File: src/design/bootp_reply_option_parser_core_macros.svh
// ----------------------------------------------------------------------------
// bootp reply option parser assertion macros
// shared concurrent assertion forms for the parser core
// ----------------------------------------------------------------------------
`ifndef BOOTP_REPLY_OPTION_PARSER_CORE_MACROS_SVH
`define BOOTP_REPLY_OPTION_PARSER_CORE_MACROS_SVH

// condition implies consequence in the same cycle
`define BROP_ASSERT_SAME(lbl, clk, rst, ante, cons) \
   lbl: assert property (@(posedge clk) disable iff (rst) (ante) |-> (cons)) \
      else $error("brop check failed");

// condition implies consequence in the following cycle
`define BROP_ASSERT_NEXT(lbl, clk, rst, ante, cons) \
   lbl: assert property (@(posedge clk) disable iff (rst) (ante) |=> (cons)) \
      else $error("brop check failed");

`endif

File: src/design/brop_pkg.sv
// ----------------------------------------------------------------------------
// brop_pkg
// constants, codes and shared types of the bootp reply option parser
// ----------------------------------------------------------------------------
package brop_pkg;

   // layout of the reply
   localparam int VENDOR_AREA_BYTES = 64;
   localparam int FIXED_BYTES       = 236;
   localparam int TOTAL_BYTES       = FIXED_BYTES + VENDOR_AREA_BYTES;

   // byte position counter, saturating
   localparam int POS_W = 10;
   localparam logic [POS_W-1:0] POS_OP         = POS_W'(0);
   localparam logic [POS_W-1:0] POS_YIADDR_LO  = POS_W'(16);
   localparam logic [POS_W-1:0] POS_YIADDR_HI  = POS_W'(19);
   localparam logic [POS_W-1:0] POS_COOKIE_LO  = POS_W'(FIXED_BYTES);
   localparam logic [POS_W-1:0] POS_COOKIE_HI  = POS_W'(FIXED_BYTES + 3);
   localparam logic [POS_W-1:0] POS_OPTIONS    = POS_W'(FIXED_BYTES + 4);
   localparam logic [POS_W-1:0] POS_TOTAL      = POS_W'(TOTAL_BYTES);
   localparam logic [POS_W-1:0] POS_LAST       = POS_W'(TOTAL_BYTES - 1);
   localparam logic [15:0]      LENGTH_EXPECTED = 16'(TOTAL_BYTES);

   localparam logic [7:0]  OP_REPLY     = 8'd2;
   localparam logic [31:0] MAGIC_COOKIE = 32'h6382_5363;

   // option codes
   localparam logic [7:0] OPT_PAD      = 8'd0;
   localparam logic [7:0] OPT_SUBNET   = 8'd1;
   localparam logic [7:0] OPT_GATEWAY  = 8'd3;
   localparam logic [7:0] OPT_DNS      = 8'd6;
   localparam logic [7:0] OPT_HOSTNAME = 8'd12;
   localparam logic [7:0] OPT_END      = 8'd255;

   // result kinds
   localparam logic [2:0] KIND_ADDRESS    = 3'd0;
   localparam logic [2:0] KIND_MASK       = 3'd1;
   localparam logic [2:0] KIND_BROADCAST  = 3'd2;
   localparam logic [2:0] KIND_HOSTNAME   = 3'd3;
   localparam logic [2:0] KIND_NAMESERVER = 3'd4;
   localparam logic [2:0] KIND_GATEWAY    = 3'd5;
   localparam logic [2:0] KIND_ACCEPTED   = 3'd6;
   localparam logic [2:0] KIND_REJECTED   = 3'd7;

   // configuration port
   localparam int          CSR_ADDR_W      = 3;
   localparam logic        CSR_IFACE_WORD  = 1'b0;

   localparam int MAX_RESULTS = 3;

   typedef struct packed {
      logic [2:0]  kind;
      logic [31:0] value;
      logic        last_result;
   } result_type;

   // results caused by one byte, handed to the output queue
   typedef struct packed {
      logic [1:0]                   count;
      result_type [MAX_RESULTS-1:0] item;
   } batch_type;

endpackage

File: src/design/brop_parser.sv
// ----------------------------------------------------------------------------
// brop_parser
// per-packet parse state and the single-pass byte decode
// ----------------------------------------------------------------------------
module brop_parser (
   input  logic                   clock,
   input  logic                   reset,
   input  logic                   step,
   input  logic [7:0]             data_byte,
   input  logic [15:0]            packet_length,
   input  logic                   end_of_packet,
   input  logic [31:0]            interface_address,
   output brop_pkg::batch_type    batch
);

   typedef enum logic [1:0] {PH_CODE, PH_LEN, PH_DATA, PH_DONE} phase_type;

   logic [brop_pkg::POS_W-1:0] pos_ff, pos_in;
   logic                       reject_ff, reject_in;
   logic [31:0]                learned_ff, learned_in;
   logic [31:0]                acc_ff, acc_in;
   phase_type                  phase_ff, phase_in;
   logic [7:0]                 code_ff, code_in;
   logic [7:0]                 remain_ff, remain_in;
   logic [2:0]                 fill_ff, fill_in;

   logic [31:0] cur_addr;
   logic [31:0] shifted;
   logic        last_vendor;
   logic        ok;
   logic [1:0]  main_cnt;
   brop_pkg::result_type m0, m1, status;

   assign cur_addr    = (interface_address != 32'd0) ? interface_address : learned_ff;
   assign shifted     = {acc_ff[23:0], data_byte};
   assign last_vendor = (pos_ff == brop_pkg::POS_LAST);

   // byte decode
   always_comb begin
      pos_in     = pos_ff;
      reject_in  = reject_ff;
      learned_in = learned_ff;
      acc_in     = acc_ff;
      phase_in   = phase_ff;
      code_in    = code_ff;
      remain_in  = remain_ff;
      fill_in    = fill_ff;
      main_cnt   = 2'd0;
      m0         = '0;
      m1         = '0;
      status     = '0;
      ok         = 1'b0;
      batch      = '0;

      if (packet_length != brop_pkg::LENGTH_EXPECTED || pos_ff >= brop_pkg::POS_TOTAL) begin
         reject_in = 1'b1;
      end

      if (!reject_in) begin
         if (pos_ff == brop_pkg::POS_OP) begin
            if (data_byte != brop_pkg::OP_REPLY) begin
               reject_in = 1'b1;
            end
         end else if (pos_ff >= brop_pkg::POS_YIADDR_LO && pos_ff <= brop_pkg::POS_YIADDR_HI) begin
            acc_in = shifted;
            if (pos_ff == brop_pkg::POS_YIADDR_HI && cur_addr == 32'd0) begin
               learned_in = shifted;
               m0         = '{kind: brop_pkg::KIND_ADDRESS, value: shifted, last_result: 1'b0};
               main_cnt   = 2'd1;
            end
         end else if (pos_ff >= brop_pkg::POS_COOKIE_LO && pos_ff <= brop_pkg::POS_COOKIE_HI) begin
            acc_in = shifted;
            if (pos_ff == brop_pkg::POS_COOKIE_HI && shifted != brop_pkg::MAGIC_COOKIE) begin
               reject_in = 1'b1;
            end
         end else if (pos_ff >= brop_pkg::POS_OPTIONS) begin
            // option walk
            case (phase_ff)
               PH_CODE: begin
                  if (data_byte == brop_pkg::OPT_END || last_vendor) begin
                     phase_in = PH_DONE;
                  end else if (data_byte != brop_pkg::OPT_PAD) begin
                     code_in  = data_byte;
                     phase_in = PH_LEN;
                  end
               end
               PH_LEN: begin
                  remain_in = (code_ff == brop_pkg::OPT_SUBNET) ? 8'd4 : data_byte;
                  fill_in   = 3'd0;
                  acc_in    = 32'd0;
                  phase_in  = (remain_in == 8'd0) ? PH_CODE : PH_DATA;
                  if (last_vendor) begin
                     phase_in = PH_DONE;
                  end
               end
               PH_DATA: begin
                  remain_in = remain_ff - 8'd1;
                  acc_in    = shifted;
                  fill_in   = (fill_ff != 3'd7) ? fill_ff + 3'd1 : fill_ff;
                  if (code_ff == brop_pkg::OPT_SUBNET && fill_in == 3'd4) begin
                     m0       = '{kind: brop_pkg::KIND_MASK, value: shifted, last_result: 1'b0};
                     m1       = '{kind: brop_pkg::KIND_BROADCAST, value: cur_addr | ~shifted,
                                  last_result: 1'b0};
                     main_cnt = 2'd2;
                  end else if (code_ff == brop_pkg::OPT_DNS && fill_in == 3'd4) begin
                     m0       = '{kind: brop_pkg::KIND_NAMESERVER, value: shifted,
                                  last_result: 1'b0};
                     main_cnt = 2'd1;
                     fill_in  = 3'd0;
                  end else if (code_ff == brop_pkg::OPT_GATEWAY && fill_in == 3'd4) begin
                     m0       = '{kind: brop_pkg::KIND_GATEWAY, value: shifted, last_result: 1'b0};
                     main_cnt = 2'd1;
                  end else if (code_ff == brop_pkg::OPT_HOSTNAME) begin
                     m0       = '{kind: brop_pkg::KIND_HOSTNAME, value: {24'd0, data_byte},
                                  last_result: 1'b0};
                     main_cnt = 2'd1;
                  end
                  if (remain_in == 8'd0) begin
                     phase_in = PH_CODE;
                  end
                  if (last_vendor) begin
                     phase_in = PH_DONE;
                  end
               end
               default: begin
                  phase_in = PH_DONE;
               end
            endcase
         end
      end

      if (pos_ff != {brop_pkg::POS_W{1'b1}}) begin
         pos_in = pos_ff + brop_pkg::POS_W'(1);
      end

      // assemble the result batch
      batch.item[0] = m0;
      batch.item[1] = m1;
      batch.count   = main_cnt;
      if (end_of_packet) begin
         ok     = !reject_in && last_vendor;
         status = '{kind: ok ? brop_pkg::KIND_ACCEPTED : brop_pkg::KIND_REJECTED,
                    value: 32'd0, last_result: 1'b1};
         case (main_cnt)
            2'd0:    batch.item[0] = status;
            2'd1:    batch.item[1] = status;
            default: batch.item[2] = status;
         endcase
         batch.count = main_cnt + 2'd1;
         // per-packet state back to its start
         pos_in    = '0;
         reject_in = 1'b0;
         acc_in    = 32'd0;
         phase_in  = PH_CODE;
         code_in   = 8'd0;
         remain_in = 8'd0;
         fill_in   = 3'd0;
      end else begin
         case (main_cnt)
            2'd1:    batch.item[0].last_result = 1'b1;
            2'd2:    batch.item[1].last_result = 1'b1;
            default: batch.item[0].last_result = 1'b0;
         endcase
      end
   end

   // parse state
   always_ff @(posedge clock) begin
      if (reset) begin
         pos_ff     <= '0;
         reject_ff  <= 1'b0;
         learned_ff <= 32'd0;
         acc_ff     <= 32'd0;
         phase_ff   <= PH_CODE;
         code_ff    <= 8'd0;
         remain_ff  <= 8'd0;
         fill_ff    <= 3'd0;
      end else if (step) begin
         pos_ff     <= pos_in;
         reject_ff  <= reject_in;
         learned_ff <= learned_in;
         acc_ff     <= acc_in;
         phase_ff   <= phase_in;
         code_ff    <= code_in;
         remain_ff  <= remain_in;
         fill_ff    <= fill_in;
      end
   end

endmodule

File: src/design/brop_out_queue.sv
// ----------------------------------------------------------------------------
// brop_out_queue
// holds the results of one byte and hands them out one per transfer
// ----------------------------------------------------------------------------
module brop_out_queue (
   input  logic                clock,
   input  logic                reset,
   input  logic                push,
   input  brop_pkg::batch_type batch,
   output logic                free,
   output logic                rsp_valid,
   input  logic                rsp_stall,
   output logic [2:0]          rsp_kind,
   output logic [31:0]         rsp_value,
   output logic                rsp_last_result
);

   brop_pkg::result_type item_ff [brop_pkg::MAX_RESULTS];
   logic [1:0] cnt_ff;
   logic [1:0] idx_ff;
   logic       take;
   logic       last_take;

   assign rsp_valid       = (cnt_ff != 2'd0);
   assign take            = rsp_valid && !rsp_stall;
   assign last_take       = take && (idx_ff == cnt_ff - 2'd1);
   assign free            = (cnt_ff == 2'd0) || last_take;
   assign rsp_kind        = item_ff[idx_ff].kind;
   assign rsp_value       = item_ff[idx_ff].value;
   assign rsp_last_result = item_ff[idx_ff].last_result;

   // result storage
   always_ff @(posedge clock) begin
      if (push) begin
         for (int i = 0; i < brop_pkg::MAX_RESULTS; i++) begin
            item_ff[i] <= batch.item[i];
         end
      end
   end

   // fill count and read pointer
   always_ff @(posedge clock) begin
      if (reset) begin
         cnt_ff <= 2'd0;
         idx_ff <= 2'd0;
      end else if (push) begin
         cnt_ff <= batch.count;
         idx_ff <= 2'd0;
      end else if (last_take) begin
         cnt_ff <= 2'd0;
         idx_ff <= 2'd0;
      end else if (take) begin
         idx_ff <= idx_ff + 2'd1;
      end
   end

endmodule

File: src/design/bootp_reply_option_parser_core.sv
// ----------------------------------------------------------------------------
// bootp_reply_option_parser_core
// Parses a BOOTP reply one payload byte per transfer and reports the learned
// address, subnet mask, broadcast, hostname bytes, name servers, gateway and a
// final accepted or rejected status. A byte is registered on input, decoded
// combinationally and its results (zero to three) land in an output queue that
// drains one result per cycle while rsp_stall is low. A byte that yields at most
// one result is taken every cycle while rsp_stall is low; a byte that yields
// several results holds the queue until they drain, and the input stalls until
// then. The input register and the queue register lie before the first result.
// ----------------------------------------------------------------------------
`include "bootp_reply_option_parser_core_macros.svh"

module bootp_reply_option_parser_core (
   input  logic                            clock,
   input  logic                            reset,
   // byte input
   input  logic                            req_valid,
   output logic                            req_stall,
   input  logic [7:0]                      req_data_byte,
   input  logic [15:0]                     req_packet_length,
   input  logic                            req_end_of_packet,
   // results
   output logic                            rsp_valid,
   input  logic                            rsp_stall,
   output logic [2:0]                      rsp_kind,
   output logic [31:0]                     rsp_value,
   output logic                            rsp_last_result,
   // register port
   input  logic                            csr_psel,
   input  logic                            csr_penable,
   input  logic                            csr_pwrite,
   input  logic [brop_pkg::CSR_ADDR_W-1:0] csr_paddr,
   input  logic [31:0]                     csr_pwdata,
   output logic [31:0]                     csr_prdata,
   output logic                            csr_pready
);

   logic        in_valid_ff;
   logic [7:0]  byte_ff;
   logic [15:0] length_ff;
   logic        eop_ff;
   logic [31:0] iface_ff;
   logic        accept;
   logic        step;
   logic        free;
   logic        cfg_wr;
   brop_pkg::batch_type batch;

   // register port
   assign csr_pready = 1'b1;
   assign cfg_wr     = csr_psel && csr_penable && csr_pwrite && csr_pready &&
                       (csr_paddr[brop_pkg::CSR_ADDR_W-1] == brop_pkg::CSR_IFACE_WORD);
   assign csr_prdata = (csr_paddr[brop_pkg::CSR_ADDR_W-1] == brop_pkg::CSR_IFACE_WORD) ?
                       iface_ff : 32'd0;

   always_ff @(posedge clock) begin
      if (reset) begin
         iface_ff <= 32'd0;
      end else if (cfg_wr) begin
         iface_ff <= csr_pwdata;
      end
   end

   // input register handshake
   assign step      = in_valid_ff && free;
   assign req_stall = in_valid_ff && !free;
   assign accept    = req_valid && !req_stall;

   always_ff @(posedge clock) begin
      if (reset) begin
         in_valid_ff <= 1'b0;
      end else if (accept) begin
         in_valid_ff <= 1'b1;
      end else if (step) begin
         in_valid_ff <= 1'b0;
      end
   end

   always_ff @(posedge clock) begin
      if (accept) begin
         byte_ff   <= req_data_byte;
         length_ff <= req_packet_length;
         eop_ff    <= req_end_of_packet;
      end
   end

   brop_parser u_parser (
      .clock             (clock),
      .reset             (reset),
      .step              (step),
      .data_byte         (byte_ff),
      .packet_length     (length_ff),
      .end_of_packet     (eop_ff),
      .interface_address (iface_ff),
      .batch             (batch)
   );

   brop_out_queue u_queue (
      .clock           (clock),
      .reset           (reset),
      .push            (step),
      .batch           (batch),
      .free            (free),
      .rsp_valid       (rsp_valid),
      .rsp_stall       (rsp_stall),
      .rsp_kind        (rsp_kind),
      .rsp_value       (rsp_value),
      .rsp_last_result (rsp_last_result)
   );

   // checks
   `BROP_ASSERT_SAME(a_stall_only_when_holding, clock, reset, req_stall, in_valid_ff)
   `BROP_ASSERT_NEXT(a_packet_end_gives_status, clock, reset, step && eop_ff, rsp_valid)
   `BROP_ASSERT_NEXT(a_iface_write_lands, clock, reset, cfg_wr, iface_ff == $past(csr_pwdata))

endmodule
File: config.mk
export PLATFORM = sky130hd
export DESIGN_NAME = bootp_reply_option_parser_core
export DESIGN_NICKNAME = d
export VERILOG_FILES = /design/src/design/brop_pkg.sv /design/src/design/brop_parser.sv /design/src/design/brop_out_queue.sv /design/src/design/bootp_reply_option_parser_core.sv
export VERILOG_INCLUDE_DIRS = /design/src /design/src/design
export SDC_FILE = /design/constraint.sdc
export NUM_CORES = 1
export LEC_CHECK = 0
export BUFFER_PORTS_ARGS = -buffer_cell sky130_fd_sc_hd__buf_2
export CAP_MARGIN = 20
export CORE_MARGIN = 1
export CORE_UTILIZATION = 39
export CTS_CLUSTER_SIZE = 20
export DETAILED_ROUTE_END_ITERATION = 16
export SKIP_LAST_GASP = 1
export SYNTH_ARGS = -nofsm -noshare
export SYNTH_HDL_FRONTEND = slang
export SYNTH_HIERARCHICAL = 1
export SYNTH_SLANG_ARGS = --single-unit
export TNS_END_PERCENT = 20
File: constraint.sdc
create_clock -name clock -period 5.36 [get_ports clock]
set_input_delay 0.536 -clock clock [delete_from_list [all_inputs] [get_ports clock]]
set_output_delay 0.536 -clock clock [all_outputs]
set_load 0.02 [all_outputs]
==> results.cfg <==
[finish]
drive_gt1_frac = 0.1694
multi_input_area_mm2 = 0.004912
antenna_cells = 0
final_cells = 1683
area.growth.synth_to_final_pct = 13.08
fillerInstances = 2919
regArea_mm2 = 0.006539
nets = 1345

[flow_run]
cap_violations = 0

[synthesis]
yosysTopAreaCellShare = 0.3280
yosys.area.top_type = edfxtp_1
synth_commonest_cells = 133 x edfxtp_1, 127 x dfxtp_1, 100 x nand2_1, 80 x nand2b_1, 78 x mux2i_1
synthMuxAreaShare = 0.06504
yosys.area_share.adder = 0.01130
synth_compound_area_frac = 0.1088
synthFlopType = edfxtp_1
yosysSeqAreaShare = 0.5367
ys_types = 73
synth_xor_area_frac = 0.01007
ys_ff_latch = 260
async_flop_share = 0
synth.most_common_cell = edfxtp_1
synthSimpleGateAreaFrac = 0.1973
syn_area_mm2 = 0.01218
syn_area_per_cell_um2 = 10.44
syn_inst = 1166
synthTopCellsByArea = edfxtp_1 33%, dfxtp_1 21%, mux2i_1 6.4%, nand2b_1 4.1%, nand2_1 3.1%
synth_top_family_by_area = simple AND/OR/NAND/NOR gates
synth_edf_count = 133
synth_warnings = 6

[grt]
grt.overflow.total = 0
grt_max_degree = 119
grt_first_pass_wirelength_mm = 44.66
track_usage = 0.1784
antenna_found_initial = 0
first_global_vias = 8065

[timing]
tightestPinTransition_ns = 1.060
fin_crit_ns = 3.953
finalSetupViolCount = 0
final_max_slew_viol_count = 0
fin_setup_tns_ns = 0
slew_headroom = 0.2935
min_period_over_period = 0.7375
finalHoldViolations = 0
rsz0062_at_grt = no
finalClockSkew_ns = 0.007809
fmax_mhz = 253.0

[cts]
clock-sinks = 260
cts_setup_buffers = 0
clock-root-buffer = clkbuf_16
cts_tree = built
clk_pin_slew_ns = 0.06
insertion_delay_ns = 0.52
numCtsBuffers = 27
cts_buffer_depth = 3
cts_resized = 0
ctsHoldBuffers = 0
ctsHtreeMaxLevel = 1

[floorplanning]
core_mm2 = 0.03067
io_pins = 138
die_h_um = 178.7
fp.dieW_um = 178.7
dieArea_mm2 = 0.03194
fp-row-count = 64
initial_core_util = 0.3971

[worst_setup_path]
required_ns = 5.74
cp-start-kind = flop
reg2regPathDepth = 10
regToRegSetupSlack_ns = 1.41
reg2reg_to = u_queue/item_ff[0][30]$_DFFE_PP_
endpoint = u_queue/item_ff[0][30]$_DFFE_PP_
cp_max_fo = 24
startpoint = u_parser/pos_ff[3]$_SDFFE_PP0P_
crit_path_end_kind = flop
worstPathArrival_ns = 4.34
timing.rr.start = u_parser/pos_ff[3]$_SDFFE_PP0P_
crit_type = flop to flop

[route]
drtAntennaViolNets = 0
vias = 8698
drc = 0
dr.pass1.iters = 5
drt-vias-per-instance = 5.168
wire_per_inst_um = 16.80
drtIter0Drc = 576
routed_wl_mm = 28.28

[place]
placed_cells = 1633
port_buffers = 134
place_congestion = 0.8620
dp_hpwl_mm = 19.38

[power_and_ir_drop]
powerDensity_mw_per_mm2 = 309.9
total_power_mw = 4.267
total_leakage_power_nw = 4.900
ir_drop_mv = 0.2495

[hold_path]
min_path_type = input port to flop
whs_path_depth = 1

[run_status]
status = completed
## cells in the final DEF, fill, tap and decap left out, types with 4 or more instances in the layout
master     Yosys  final
nand2_1      100    100
inv_1         53     53
a31oi_1       42     42
buf_2         10    133
or4_1          5      5
a22o_1        24     24
clkinv_1       0      4
o21ai_0       53     53
o41ai_1        4      4
nor4_1        26     26
buf_4         39     12
conb_1         2     33
clkinv_2       0      8
nand2b_1      80     80
nand3b_1       4      4
nand3_1       14     14
and2_1        28     27
xnor2_1        6      6
dfxtp_1      127    125
and3_1        10     10
nor3_1        19     19
ha_1          11     11
mux2i_1       78     78
xor2_1         8      8
edfxtp_1     133    133
nor4b_1        6      6
a21oi_1       47     47
clkbuf_16      0     27
nor2b_1       42     41
nand4_1       11     11
or3_1          5      5
nor2_1        63     62
## area by class of cell
type	instances	area share
multi-input cells	779	0.3567
flip-flops and latches	260	0.4748
clock inverters	17	0.01018
inverters	53	0.01445
well taps	396	0.03598
repair buffers	146	0.05597
clock buffers	32	0.05188
## sequential cells by signal, summed over array words and instances (netlist names), 3 cells and up, named ones only
| signal | cells |
|---|---|
| byte_ff | 8 |
| u_parser/learned_ff | 32 |
| u_parser/pos_ff | 10 |
| u_parser/remain_ff | 8 |
| u_parser/acc_ff | 24 |
| length_ff | 16 |
| u_parser/code_ff | 8 |
| iface_ff | 32 |
| u_parser/fill_ff | 3 |
| u_queue/item_ff | 108 |
## worst min-delay path by stage
stage,startpoint,slack (ns),end
after floorplan,u_parser/code_ff[7]$_SDFFE_PP0P_,0.45,u_parser/code_ff[7]$_SDFFE_PP0P_
after global placement,u_parser/code_ff[7]$_SDFFE_PP0P_,0.46,u_parser/code_ff[7]$_SDFFE_PP0P_
after detailed placement,u_parser/code_ff[6]$_SDFFE_PP0P_,0.47,u_parser/code_ff[6]$_SDFFE_PP0P_
after CTS,req_data_byte[7],0.17,byte_ff[7]$_DFFE_PP_
after global routing,req_data_byte[7],0.16,byte_ff[7]$_DFFE_PP_
final,req_data_byte[7],0.19,byte_ff[7]$_DFFE_PP_
## logic make-up after synthesis
kind of cell    count (synthesis)
flops                         260
mux                            79
other cells                     2
simple gates                  438
fa+ha+maj                      11
buf+inv                       158
compound gates                204
xor+xnor                       14
## worst max-delay path: stages (launching register included)
cell and delay, ns:
dfxtp_1 0.40, or4_4 0.58, or3_4 0.37, nor4_4 0.31, nand2_2 0.15, a21oi_2 0.28, inv_1 0.13, ha_1 0.23
a21oi_2 0.28, a21boi_2 0.84, and2_1 0.23
## report_power, final
part	total, mW	switching [mW]	internal, mW
Combinational	0.269	0.178	0.0909
Clock	1.80	0.758	1.05
Sequential	2.19	0.0378	2.16
Total	4.27	0.974	3.29
## metrics by stage
stage	setup slack (ns)	utilization	cell area (um^2)	hold WS, ns
after floorplan	1.179	-	12300	0.4462
after global placement	1.552	0.4207	12900	0.4561
after detailed placement	1.440	0.4207	12900	0.4665
after CTS	1.409	0.4485	13760	0.1672
after global routing	1.082	0.4490	13770	0.1639
final	1.407	0.4490	13770	0.1865
## layer usage
layer / GRT usage / share of wire
met5: 0 / 0
met4: 0.03566 / 0.013
met3: 0.03096 / 0.075
met2: 0.2584 / 0.41
met1: 0.2756 / 0.50
Note: power is estimated with default switching activity, not from simulation.
